`config.mk`:
```
export PLATFORM = sky130hd
export DESIGN_NAME = tiny_mlp_relu_sgd_trainer
export DESIGN_NICKNAME = d
export VERILOG_FILES = /design/src/design/tmlp_pkg.sv /design/src/design/tiny_mlp_relu_sgd_trainer.sv /design/src/design/tmlp_mac.sv
export SDC_FILE = /design/constraint.sdc
export NUM_CORES = 1
export LEC_CHECK = 0
export ABC_AREA = 0
export BUFFER_PORTS_ARGS = -buffer_cell sky130_fd_sc_hd__buf_2
export CORE_ASPECT_RATIO = 1.5
export CORE_MARGIN = 10
export CORE_UTILIZATION = 40
export DETAILED_ROUTE_END_ITERATION = 6
export SLEW_MARGIN = 20
export SYNTH_ARGS = -nofsm -noshare
export SYNTH_HDL_FRONTEND = slang
export SYNTH_HIERARCHICAL = 1
export SYNTH_SLANG_ARGS = --single-unit
export TNS_END_PERCENT = 1
```
`constraint.sdc`:
```
create_clock -name clk -period 13.5 [get_ports clk]
set_input_delay 1.35 -clock clk [delete_from_list [all_inputs] [get_ports clk]]
set_output_delay 1.35 -clock clk [all_outputs]
set_load 0.1 [all_outputs]
```
`src/design/tmlp_pkg.sv`:
```
// ----------------------------------------------------------------------------
// tmlp_pkg: shared types and constants of the tiny MLP trainer
// Request payload types, register indexes, shared-unit operation and saturation.
// ----------------------------------------------------------------------------
package tmlp_pkg;

    localparam int DATA_W  = 16;
    localparam int OPB_W   = DATA_W + 1;
    localparam int PROD_W  = DATA_W + OPB_W;
    localparam int LR_BITS = 16;

    typedef logic [2:0] cfg_idx_t;

    localparam cfg_idx_t REG_LEARNING_RATE = 3'd0;
    localparam cfg_idx_t REG_HIDDEN_W00    = 3'd1;
    localparam cfg_idx_t REG_HIDDEN_W01    = 3'd2;
    localparam cfg_idx_t REG_HIDDEN_W10    = 3'd3;
    localparam cfg_idx_t REG_HIDDEN_W11    = 3'd4;
    localparam cfg_idx_t REG_OUT_W0        = 3'd5;
    localparam cfg_idx_t REG_OUT_W1        = 3'd6;

    localparam logic signed [DATA_W-1:0] INIT_WEIGHT = 16'sd2048;
    localparam logic [LR_BITS-1:0]       INIT_LR     = 16'd66;
    localparam logic signed [DATA_W-1:0] SAT_MAX     = 16'sh7FFF;
    localparam logic signed [DATA_W-1:0] SAT_MIN     = 16'sh8000;

    typedef struct packed {
        logic                     kind;
        logic signed [DATA_W-1:0] x_first;
        logic signed [DATA_W-1:0] x_second;
        logic signed [DATA_W-1:0] target;
    } in_t;

    typedef struct packed {
        logic signed [DATA_W-1:0] prediction;
        logic signed [DATA_W-1:0] output_error;
    } out_t;

    // One operation of the shared multiply-scale-accumulate unit.
    typedef struct packed {
        logic signed [DATA_W-1:0] a;
        logic signed [OPB_W-1:0]  b;
        logic                     lr_mode;
        logic signed [DATA_W-1:0] acc;
    } mac_op_t;

    // Clip a 17-bit sum or difference to the signed 16-bit range.
    function automatic logic signed [DATA_W-1:0] sat17(input logic signed [DATA_W:0] v);
        if (v[DATA_W] != v[DATA_W-1])
        begin
            return v[DATA_W] ? SAT_MIN : SAT_MAX;
        end
        return v[DATA_W-1:0];
    endfunction

endpackage

```
`src/design/tiny_mlp_relu_sgd_trainer.sv`:
```
// ----------------------------------------------------------------------------
// tiny_mlp_relu_sgd_trainer: 2-2-1 ReLU network with on-line gradient descent
// Forward pass, error and one backpropagation step through one shared unit.
// ----------------------------------------------------------------------------
// A request carries two Q4.12 inputs, a target and a kind. The block answers
// every request with one result holding the prediction made with the current
// weights and, on a training request, the saturated error target minus
// prediction (zero on inference). A training request then updates all six
// weights by one step of backpropagation with the programmed learning rate.
// All arithmetic runs through a single multiplier followed by a scale,
// saturate and accumulate stage; each multiply has an issue state and a
// write-back state. An inference request runs six multiplies and then
// presents the result; a training request runs 20 multiplies and an error
// step before presenting the result. The block takes one request at a
// time and is ready again once the result has been taken.
// Writing an initial-weight register loads that weight immediately; writes
// should only happen while the block is idle.
module tiny_mlp_relu_sgd_trainer #(
    parameter int FRAC_BITS = 12
) (
    input  logic                  clk,
    input  logic                  rst_n,
    input  logic                  in_valid,
    output logic                  in_ready,
    input  tmlp_pkg::in_t          in_data,
    output logic                  out_valid,
    input  logic                  out_ready,
    output tmlp_pkg::out_t         out_data,
    input  logic                  cfg_write,
    input  tmlp_pkg::cfg_idx_t     cfg_index,
    input  logic [tmlp_pkg::DATA_W-1:0] cfg_data
);
    import tmlp_pkg::*;

    typedef enum logic [4:0] {
        S_IDLE = 5'b00001,
        S_MUL  = 5'b00010,
        S_WB   = 5'b00100,
        S_ERR  = 5'b01000,
        S_DONE = 5'b10000
    } state_t;

    typedef logic [4:0] step_t;

    // Sequence of shared-unit operations. Deltas are formed before the output
    // weights change so that backpropagation sees the old output weights.
    localparam step_t STEP_PRE0_A  = 5'd0;
    localparam step_t STEP_PRE0_B  = 5'd1;
    localparam step_t STEP_PRE1_A  = 5'd2;
    localparam step_t STEP_PRE1_B  = 5'd3;
    localparam step_t STEP_PRED_A  = 5'd4;
    localparam step_t STEP_PRED_B  = 5'd5;
    localparam step_t STEP_DELTA0  = 5'd6;
    localparam step_t STEP_DELTA1  = 5'd7;
    localparam step_t STEP_V0_G    = 5'd8;
    localparam step_t STEP_V0_UPD  = 5'd9;
    localparam step_t STEP_V1_G    = 5'd10;
    localparam step_t STEP_V1_UPD  = 5'd11;
    localparam step_t STEP_W00_G   = 5'd12;
    localparam step_t STEP_W00_UPD = 5'd13;
    localparam step_t STEP_W01_G   = 5'd14;
    localparam step_t STEP_W01_UPD = 5'd15;
    localparam step_t STEP_W10_G   = 5'd16;
    localparam step_t STEP_W10_UPD = 5'd17;
    localparam step_t STEP_W11_G   = 5'd18;
    localparam step_t STEP_W11_UPD = 5'd19;

    localparam logic signed [DATA_W-1:0] ZERO = '0;

    state_t state_reg, state_next;
    step_t  step_reg, step_next;

    logic [LR_BITS-1:0]       lr_reg, lr_next;
    logic signed [DATA_W-1:0] hw_reg [0:3];
    logic signed [DATA_W-1:0] hw_next [0:3];
    logic signed [DATA_W-1:0] ow_reg [0:1];
    logic signed [DATA_W-1:0] ow_next [0:1];

    logic                     kind_reg, kind_next;
    logic signed [DATA_W-1:0] x0_reg, x0_next;
    logic signed [DATA_W-1:0] x1_reg, x1_next;
    logic signed [DATA_W-1:0] target_reg, target_next;
    logic signed [DATA_W-1:0] tmp_reg, tmp_next;
    logic signed [DATA_W-1:0] pre0_reg, pre0_next;
    logic signed [DATA_W-1:0] pre1_reg, pre1_next;
    logic signed [DATA_W-1:0] pred_reg, pred_next;
    logic signed [DATA_W-1:0] err_reg, err_next;
    logic signed [DATA_W-1:0] delta0_reg, delta0_next;
    logic signed [DATA_W-1:0] delta1_reg, delta1_next;

    logic                     pos0, pos1;
    logic signed [DATA_W-1:0] h0, h1;
    logic                     issue;
    mac_op_t                  op;
    logic signed [DATA_W-1:0] mac_result;

    // ReLU: a hidden unit passes only a pre-activation above zero.
    assign pos0 = !pre0_reg[DATA_W-1] && (|pre0_reg);
    assign pos1 = !pre1_reg[DATA_W-1] && (|pre1_reg);
    assign h0   = pos0 ? pre0_reg : ZERO;
    assign h1   = pos1 ? pre1_reg : ZERO;

    assign issue     = (state_reg == S_MUL);
    assign in_ready  = (state_reg == S_IDLE);
    assign out_valid = (state_reg == S_DONE);
    assign out_data.prediction   = pred_reg;
    assign out_data.output_error = err_reg;

    // Operand selection for the current step. The "G" steps form a gradient
    // term in the temporary register; the "UPD" steps scale it by the rate and
    // add it to the weight being updated.
    always_comb
    begin
        op.a       = ZERO;
        op.b       = '0;
        op.lr_mode = 1'b0;
        op.acc     = ZERO;
        case (step_reg)
            STEP_PRE0_A:
            begin
                op.a = x0_reg;
                op.b = {hw_reg[0][DATA_W-1], hw_reg[0]};
            end
            STEP_PRE0_B:
            begin
                op.a   = x1_reg;
                op.b   = {hw_reg[1][DATA_W-1], hw_reg[1]};
                op.acc = tmp_reg;
            end
            STEP_PRE1_A:
            begin
                op.a = x0_reg;
                op.b = {hw_reg[2][DATA_W-1], hw_reg[2]};
            end
            STEP_PRE1_B:
            begin
                op.a   = x1_reg;
                op.b   = {hw_reg[3][DATA_W-1], hw_reg[3]};
                op.acc = tmp_reg;
            end
            STEP_PRED_A:
            begin
                op.a = h0;
                op.b = {ow_reg[0][DATA_W-1], ow_reg[0]};
            end
            STEP_PRED_B:
            begin
                op.a   = h1;
                op.b   = {ow_reg[1][DATA_W-1], ow_reg[1]};
                op.acc = tmp_reg;
            end
            STEP_DELTA0:
            begin
                op.a = err_reg;
                op.b = {ow_reg[0][DATA_W-1], ow_reg[0]};
            end
            STEP_DELTA1:
            begin
                op.a = err_reg;
                op.b = {ow_reg[1][DATA_W-1], ow_reg[1]};
            end
            STEP_V0_G:
            begin
                op.a = err_reg;
                op.b = {h0[DATA_W-1], h0};
            end
            STEP_V1_G:
            begin
                op.a = err_reg;
                op.b = {h1[DATA_W-1], h1};
            end
            STEP_W00_G:
            begin
                op.a = delta0_reg;
                op.b = {x0_reg[DATA_W-1], x0_reg};
            end
            STEP_W01_G:
            begin
                op.a = delta0_reg;
                op.b = {x1_reg[DATA_W-1], x1_reg};
            end
            STEP_W10_G:
            begin
                op.a = delta1_reg;
                op.b = {x0_reg[DATA_W-1], x0_reg};
            end
            STEP_W11_G:
            begin
                op.a = delta1_reg;
                op.b = {x1_reg[DATA_W-1], x1_reg};
            end
            STEP_V0_UPD, STEP_V1_UPD, STEP_W00_UPD, STEP_W01_UPD,
            STEP_W10_UPD, STEP_W11_UPD:
            begin
                op.a       = tmp_reg;
                op.b       = {1'b0, lr_reg};
                op.lr_mode = 1'b1;
                case (step_reg)
                    STEP_V0_UPD:  op.acc = ow_reg[0];
                    STEP_V1_UPD:  op.acc = ow_reg[1];
                    STEP_W00_UPD: op.acc = hw_reg[0];
                    STEP_W01_UPD: op.acc = hw_reg[1];
                    STEP_W10_UPD: op.acc = hw_reg[2];
                    default:      op.acc = hw_reg[3];
                endcase
            end
            default:
            begin
                op.a = ZERO;
            end
        endcase
    end

    tmlp_mac #(
        .FRAC_BITS (FRAC_BITS)
    ) u_mac (
        .clk    (clk),
        .issue  (issue),
        .op     (op),
        .result (mac_result)
    );

    always_comb
    begin
        state_next  = state_reg;
        step_next   = step_reg;
        lr_next     = lr_reg;
        hw_next     = hw_reg;
        ow_next     = ow_reg;
        kind_next   = kind_reg;
        x0_next     = x0_reg;
        x1_next     = x1_reg;
        target_next = target_reg;
        tmp_next    = tmp_reg;
        pre0_next   = pre0_reg;
        pre1_next   = pre1_reg;
        pred_next   = pred_reg;
        err_next    = err_reg;
        delta0_next = delta0_reg;
        delta1_next = delta1_reg;

        // Register writes must arrive only while idle; the block itself does not enforce it.
        if (cfg_write)
        begin
            case (cfg_index)
                REG_LEARNING_RATE: lr_next    = cfg_data;
                REG_HIDDEN_W00:    hw_next[0] = cfg_data;
                REG_HIDDEN_W01:    hw_next[1] = cfg_data;
                REG_HIDDEN_W10:    hw_next[2] = cfg_data;
                REG_HIDDEN_W11:    hw_next[3] = cfg_data;
                REG_OUT_W0:        ow_next[0] = cfg_data;
                REG_OUT_W1:        ow_next[1] = cfg_data;
                default:           lr_next    = lr_reg;
            endcase
        end

        case (state_reg)
            S_IDLE:
            begin
                if (in_valid)
                begin
                    kind_next   = in_data.kind;
                    x0_next     = in_data.x_first;
                    x1_next     = in_data.x_second;
                    target_next = in_data.target;
                    step_next   = STEP_PRE0_A;
                    state_next  = S_MUL;
                end
            end
            S_MUL:
            begin
                state_next = S_WB;
            end
            S_WB:
            begin
                state_next = S_MUL;
                step_next  = step_reg + step_t'(1);
                case (step_reg)
                    STEP_PRE0_B:  pre0_next   = mac_result;
                    STEP_PRE1_B:  pre1_next   = mac_result;
                    STEP_DELTA0:  delta0_next = pos0 ? mac_result : ZERO;
                    STEP_DELTA1:  delta1_next = pos1 ? mac_result : ZERO;
                    STEP_V0_UPD:  ow_next[0]  = mac_result;
                    STEP_V1_UPD:  ow_next[1]  = mac_result;
                    STEP_W00_UPD: hw_next[0]  = mac_result;
                    STEP_W01_UPD: hw_next[1]  = mac_result;
                    STEP_W10_UPD: hw_next[2]  = mac_result;
                    STEP_W11_UPD: hw_next[3]  = mac_result;
                    STEP_PRED_B:  pred_next   = mac_result;
                    default:      tmp_next    = mac_result;
                endcase
                if (step_reg == STEP_PRED_B)
                begin
                    if (kind_reg)
                    begin
                        state_next = S_ERR;
                    end
                    else
                    begin
                        err_next   = ZERO;
                        state_next = S_DONE;
                    end
                end
                else if (step_reg == STEP_W11_UPD)
                begin
                    state_next = S_DONE;
                end
            end
            S_ERR:
            begin
                err_next   = sat17({target_reg[DATA_W-1], target_reg} -
                                   {pred_reg[DATA_W-1], pred_reg});
                state_next = S_MUL;
            end
            S_DONE:
            begin
                if (out_ready)
                begin
                    state_next = S_IDLE;
                end
            end
            default:
            begin
                state_next = S_IDLE;
            end
        endcase
    end

    // Control state, learning rate and weights.
    always_ff @(posedge clk or negedge rst_n)
    begin
        if (!rst_n)
        begin
            state_reg <= S_IDLE;
            step_reg  <= STEP_PRE0_A;
            lr_reg    <= INIT_LR;
            hw_reg[0] <= INIT_WEIGHT;
            hw_reg[1] <= INIT_WEIGHT;
            hw_reg[2] <= INIT_WEIGHT;
            hw_reg[3] <= INIT_WEIGHT;
            ow_reg[0] <= INIT_WEIGHT;
            ow_reg[1] <= INIT_WEIGHT;
        end
        else
        begin
            state_reg <= state_next;
            step_reg  <= step_next;
            lr_reg    <= lr_next;
            hw_reg    <= hw_next;
            ow_reg    <= ow_next;
        end
    end

    // Request fields and intermediate values.
    always_ff @(posedge clk)
    begin
        kind_reg   <= kind_next;
        x0_reg     <= x0_next;
        x1_reg     <= x1_next;
        target_reg <= target_next;
        tmp_reg    <= tmp_next;
        pre0_reg   <= pre0_next;
        pre1_reg   <= pre1_next;
        pred_reg   <= pred_next;
        err_reg    <= err_next;
        delta0_reg <= delta0_next;
        delta1_reg <= delta1_next;
    end

endmodule

```
`src/design/tmlp_mac.sv`:
```
// ----------------------------------------------------------------------------
// tmlp_mac: shared multiply, scale and saturating accumulate unit
// The product is registered on issue; the following cycle scales it and adds it.
// ----------------------------------------------------------------------------
module tmlp_mac #(
    parameter int FRAC_BITS = 12
) (
    input  logic             clk,
    input  logic             issue,
    input  tmlp_pkg::mac_op_t op,
    output logic signed [tmlp_pkg::DATA_W-1:0] result
);
    import tmlp_pkg::*;

    localparam int SH_W = PROD_W - FRAC_BITS;

    logic signed [PROD_W-1:0] product_reg;
    logic signed [PROD_W-1:0] product_next;
    logic signed [SH_W-1:0]   frac_val;
    logic [SH_W-DATA_W:0]     top_bits;
    logic                     ovf;
    logic signed [DATA_W-1:0] frac_sat;
    logic signed [DATA_W-1:0] scaled;

    assign product_next = $signed(op.a) * $signed(op.b);

    always_ff @(posedge clk)
    begin
        if (issue)
        begin
            product_reg <= product_next;
        end
    end

    // Dropping the low bits of a two's complement value floors it.
    assign frac_val = product_reg[PROD_W-1:FRAC_BITS];
    assign top_bits = frac_val[SH_W-1:DATA_W-1];
    assign ovf      = !((&top_bits) || (~|top_bits));

    always_comb
    begin
        if (ovf)
        begin
            frac_sat = frac_val[SH_W-1] ? SAT_MIN : SAT_MAX;
        end
        else
        begin
            frac_sat = frac_val[DATA_W-1:0];
        end
    end

    // A 16-bit value times an unsigned 16-bit rate, shifted by 16, always fits.
    assign scaled = op.lr_mode ? product_reg[LR_BITS +: DATA_W] : frac_sat;
    assign result = sat17({op.acc[DATA_W-1], op.acc} + {scaled[DATA_W-1], scaled});

endmodule
```
==> results of run 1 <==
-- synthesized netlist by cell type (34+ instances only) --
cell	instances	area (um^2)
nand2_1	231	867.1
a221o_1	50	500.5
a22oi_1	96	720.7
clkbuf_1	82	307.8
mux2i_1	98	980.9
xnor2_1	36	315.3
a21oi_1	158	790.8
dfrtp_1	113	2828
edfxtp_1	182	5465
ha_1	119	1489
nand3_1	37	185.2
fa_1	277	5545
o21ai_0	65	325.3
nor2_1	146	548.0
and2_1	164	1026
inv_1	376	1411
buf_2	34	170.2
-- stage by stage --
step	cell area, um^2	utilization	cells	hold slack, ps
after detailed placement	27780	0.4235	3499	514.3
after global placement	27780	0.4233	3499	514.8
after global routing	28860	0.4398	3555	555.2
final	28860	0.4398	3555	529.5
after floorplan	26470	-	2624	481.2
after CTS	28820	0.4392	3554	528.4
-- path summary, 6_finish.rpt --
check / slack, ps / cells after the start / start / to
hold / removal: 530 / 1 / lr_reg[14] / lr_reg[14]
setup / recovery: 3680 / 26 / step_reg[3] / u_mac/product_reg[31]
hold reg to reg: 530 / 1 / lr_reg[14] / lr_reg[14]
setup reg to reg: 3680 / 26 / step_reg[3] / u_mac/product_reg[31]
min in group asynchronous: 790 / 1 / rst_n / hw_reg[38]
max in group asynchronous: 11290 / 2 / rst_n / lr_reg[14]
-- final cells by class --
cell class | count | area, um^2
Fill cell | 6314 | 36750
Multi-Input combinational cell | 1805 | 15990
Sequential cell | 304 | 8529
Inverter | 376 | 1411
Tap cell | 877 | 1097
Clock buffer | 41 | 875.8
Timing Repair Buffer | 138 | 793.3
Clock inverter | 14 | 160.2
-- routing by layer --
| metal | vias to the layer above | global-route usage | wire length, um |
|---|---|---|---|
| met2 | 883 | 0.4006 | 45320 |
| met1 | 10356 | 0.2467 | 32040 |
| li1 | 8969 | - | - |
| met5 | - | 0 | 0 |
| met4 | 0 | 0.1586 | 6878 |
| met3 | 276 | 0.03026 | 4696 |
-- critical path: stages (launching register included) --
cell and delay [ps]:
dfrtp_1 570, nor2_2 870, nand2_2 480, nor2_1 300, buf_4 280, a221o_1 200, a221oi_1 80, nand2_1 630
nand2_1 250, fa_1 710, inv_1 170, fa_1 840, fa_1 530, fa_1 520, fa_1 510, inv_1 50
fa_1 660, inv_1 80, ha_1 360, nand3_1 130, nor2_1 130, inv_1 70, nor4_1 470, o2111ai_1 240
nand3b_1 170, a21oi_1 100, xnor2_1 130
-- cells by family (layout without fill, tap and decap cells) --
group / count (synthesis) / in the layout / share of synthesized area
AO/OA/AOI/OAI: 543 / 543 / 0.1403
XOR/XNOR: 55 / 55 / 0.01876
adder cells (fa/ha/maj): 411 / 411 / 0.2719
buffers and inverters: 515 / 569 / 0.07704
flip-flops: 304 / 304 / 0.3222
multiplexers: 115 / 115 / 0.04443
AND/OR/NAND/NOR: 681 / 681 / 0.1253
==> results.md, run 1 <==
- Via/cell ratio: 5.762
- Worst slew pin tran: 1044 ps
- Mapped Cells: 2,624
- Initial Util: 0.4035
- CTS tree: done
- Status: finished, final reports clean
- Die height: 335.1 um
- Maximum operating frequency: 101.8 MHz
- Synth Warn #: 6
- Post-cts resize count: 0
- Period Utilization, post-route: 0.7273
- Critical path endpoint category: flip-flop
- Post-synthesis sequential area ratio: 0.3222
- Core Area: 65,610 um^2
- Largest register FFs: 64
- Layout Area Growth over Synthesis: 9.018%
- DRC Markers: 0
- Detailed Route Iter0 Violations: 1,757
- DP HPWL: 67,680 um
- Clk pin slew, worst setup/hold paths: 70 ps
- Commonest non-fill, non-tap cell in the layout: inv_1
- Ys async rst share: 0.4013
- WP data arrival: 10,170 ps
- Post-synthesis cell type count: 82
- Root Buffer: clkbuf_16
- H-Tree Level Count: 1
- Largest net degree at the start of global routing: 73
- Post-synth EDFFs: 182
- PortBufs: 106
- Initial antenna violation count: 0
- Via count: 20,484
- # diodes: 0
- Max Clock Skew: 36.80 ps
- Worst hold path type: flip-flop to flip-flop
- NumNets Final: 3,124
- Clock latency on the worst-skew pair: 610 ps
- Post-CTS Setup Inserts: 0
- CP Launch Type: flip-flop
- Io pins: 107
- Final WL: 88,930 um
- Slew HR: 0.3032
- Fin Setup TNS: 0 ps
- Commonest non-fill, non-tap cells in the layout: 376 x inv_1, 277 x fa_1, 227 x nand2_1, 182 x edfxtp_1, 163 x and2_1
- Setup WS post-layout: 3681 ps
- # setup viols final: 0
- Clk buf depth: 3
- Die W: 230.0 um
- Num CTS Buffers: 30
- Total track usage: 0.2263
- ANT nets after route: 0
- Mapped Avg Cell Area: 10.09 um^2
- Crit Path Category: flip-flop to flip-flop
- Per-cell routed wire length: 25.02 um
- Syn Std Cell Area: 26,470 um^2
- Top FF cell, synth: edfxtp_1
- Dpl ws: 3820 ps
- Tmin final: 9819 ps
- Global-route wire length before repair: 133,200 um
- Grt total ovfl: 0
- FP Rows: 115
- RSZ-0062 raised after global routing: false
- Critical Path RT: 13,850 ps
- Final hold vios: 0
- Vias in the first global route: 21,612
- Syn nets: 3,093
- Max-slew violation count: 0
- #FFs+latches synth: 304
- CP max FO: 22
- Die area: 77,080 um^2
- RD Place Congestion: 0.9763
- Share of cells above drive strength 1: 0.1004
- CTS Hold Bufs: 0
- First drt pass iteration count: 6
- Max cap viols: 0
- Clock Sinks: 304
Power of run 1 is not shown: default switching activity piles up to over one toggle a cycle in this logic, so the estimate is an artifact.
==> run 2: changes to the inputs <==
ABC_AREA = 1   (was 0)
clock period = 8.3 ns   (was 13.5 ns; I/O delays follow)
==> run 2 against run 1 <==
Fmax rose by 25%; register-to-register slack got worse by 3200 ps; die area rose by 6.0%; non-clock buffer count rose by 59; hold slack got worse by 250 ps; via count rose by 19%; largest cell class unchanged.
==> results.md, run 2 <==
- Mapped Avg Cell Area: 7.859 um^2 (-22%)
- Post-synth EDFFs: 182 (unchanged)
- Critical path endpoint category: flip-flop
- DRC Markers: 0 (unchanged)
- Die height: 345.1 um (+3.0%)
- Clk pin slew, worst setup/hold paths: 70 ps (about the same)
- Ys async rst share: 0.4013 (unchanged)
- Final WL: 100,700 um (+13%)
- Largest stage delay, worst path: 620 ps (-250 ps)
- Count leader, synth: nand2_1
- Clock latency on the worst-skew pair: 610 ps (about the same)
- CTS tree: done
- Largest net degree at the start of global routing: 68 (-6.8%)
- Slew HR: 0.2746 (-0.02856)
- Largest register FFs: 64 (unchanged)
- First drt pass iteration count: 6 (unchanged)
- Clock Sinks: 304 (unchanged)
- Synth Warn #: 6 (unchanged)
- Clk buf depth: 3 (unchanged)
- Share of cells above drive strength 1: 0.08879 (-0.01166)
- Reg2Reg Depth: 30 (+15%)
- RD Place Congestion: 1.026 (+5.1%)
- Maximum operating frequency: 127.5 MHz (+25%)
- Detailed Route Iter0 Violations: 1,809 (+3.0%)
- H-Tree Level Count: 1 (unchanged)
- CP max FO: 16 (-27%)
- Post-synthesis sequential area ratio: 0.3027 (-0.01949)
- Mapped Cells: 3,585 (+37%)
- WP data arrival: 8210 ps (-1960 ps)
- Tmin final: 7841 ps (-1978 ps)
- CP Launch Type: flip-flop
- Io pins: 107 (unchanged)
- Max Clock Skew: 23.73 ps (-13.07 ps)
- ANT nets after route: 0 (unchanged)
- Global-route wire length before repair: 151,800 um (+14%)
- Status: finished, final reports clean
- Slowest CP cell: a221oi_1
- Syn Std Cell Area: 28,180 um^2 (+6.4%)
- Die W: 236.7 um (+2.9%)
- Commonest non-fill, non-tap cells in the layout: 996 x nand2_1, 743 x inv_1, 277 x fa_1, 235 x o21ai_0, 191 x nor2_1
- Per-cell routed wire length: 21.90 um (-12%)
- R2R setup slack: 460 ps (-3220 ps)
- Critical Path Source: step_reg[0]
- NumNets Final: 4,140 (+33%)
- Worst slew pin tran: 1085 ps (+41.33 ps)
- Final hold vios: 0 (unchanged)
- Grt total ovfl: 0 (unchanged)
- Via/cell ratio: 5.283 (-8.3%)
- # diodes: 0 (unchanged)
- Final hold slack: 280.4 ps (-249.1 ps)
- Dpl ws: 264.8 ps (-3555 ps)
- Total track usage: 0.2429 (+0.01663)
- DP HPWL: 80,770 um (+19%)
- Commonest non-fill, non-tap cell in the layout: nand2_1
- PortBufs: 106 (unchanged)
- Die area: 81,670 um^2 (+6.0%)
- Period Utilization, post-route: 0.9447 (+0.2173)
- Reg2Reg Launch Point: step_reg[0]
- Synth top area cells: fa_1 20%, edfxtp_1 19%, nand2_1 13%
- Setup WS post-layout: 459.4 ps (-3222 ps)
- Fillcell total: 7,268 (+15%)
- Max cap viols: 0 (unchanged)
- Largest area contributor in the netlist: fa_1
- Num CTS Buffers: 31 (+3.3%)
- Critical Path RT: 8670 ps (-5180 ps)
- Multi-input gate area: 16,260 um^2 (+1.7%)
- Vias in the first global route: 24,996 (+16%)
- Max-slew violation count: 0 (unchanged)
- Via count: 24,308 (+19%)
- FP Rows: 119 (+3.5%)
- Post-CTS Setup Inserts: 0 (unchanged)
- RSZ-0062 raised after global routing: false
- CTS Hold Bufs: 0 (unchanged)
- Core Area: 69,980 um^2 (+6.7%)
- Fin Setup TNS: 0 ps (unchanged)
- Most common library cells after synthesis: 1,001 x nand2_1, 743 x inv_1, 277 x fa_1
- Root Buffer: clkbuf_16
- Syn nets: 4,054 (+31%)
- Crit Path Category: flip-flop to flip-flop
- Layout Area Growth over Synthesis: 10.03%
- R2r endpoint: u_mac/product_reg[32]
- Post-layout util: 0.4430 (+0.003182)
- Register Area: 8529 um^2 (unchanged)
- Share of the synthesized area in the top cell type: 0.1968 (-0.01267)
- Most frequent CP cell: inv_1
- #FFs+latches synth: 304 (unchanged)
- # setup viols final: 0 (unchanged)
- Top FF cell, synth: edfxtp_1
- Post-synthesis cell type count: 57 (-30%)
- Worst hold path type: input pin to asynchronous set/reset pin
- Initial Util: 0.4026 (-0.0008233)
- Initial antenna violation count: 0 (unchanged)
[run 2: worst max path at each step]
stage	to	depth (start not counted)	slack (ps)
floorplan	u_mac/product_reg[25]	35	1200
global placement	u_mac/product_reg[32]	38	360
detailed placement	u_mac/product_reg[32]	38	260
CTS	u_mac/product_reg[32]	38	260
global route	u_mac/product_reg[26]	28	50
finish	u_mac/product_reg[32]	30	460
[run 2: critical path, delay by kind of cell, from the launching register on]
kind,cells,cell delay (ps)
adder cells (fa/ha/maj),8,3620
AND/OR/NAND/NOR,10,1320
buffers and inverters,10,1230
AO/OA/AOI/OAI,2,990
flip-flops,1,410
[run 2: layer usage]
layer	vias up	track usage	routed length, um
met5	-	0	0
met4	0	0.1709	8212
met3	315	0.02582	4819
met2	897	0.4443	52320
met1	11754	0.2549	35390
li1	11342	-	-
[run 2: final cells by class]
type                            count  share of cell area
Multi-Input combinational cell   2383              0.5245
Inverter                          754             0.09137
Clock inverter                     23            0.007910
Tap cell                          907             0.03661
Sequential cell                   304              0.2751
Clock buffer                       33             0.02526
Timing Repair Buffer              197             0.03923
[run 2: kinds of logic after synthesis]
logic type	after synthesis	share of synthesized area
buffers and inverters	898	0.1227
and+or+nand+nor	1480	0.2169
xor gates and xnor gates	29	0.009014
adders and majority gates	396	0.2497
AOI/OAI and AO/OA	478	0.09898
DFF	304	0.3027
[run 2: through the flow]
step | area [um^2] | instances
2_1_floorplan | 28180 | 3585
3_3_place_gp | 29940 | 4545
3_5_place_dp | 29940 | 4545
4_1_cts | 30960 | 4601
5_1_grt | 31000 | 4601
6_report | 31000 | 4601
[run 2: repair_timing]
item                                   4_1_cts  5_1_grt
endpoints found under the hold margin        0        0
resized for setup                            0        5
setup endpoints to repair                    0       21
Power of run 2 is left out for the same reason.
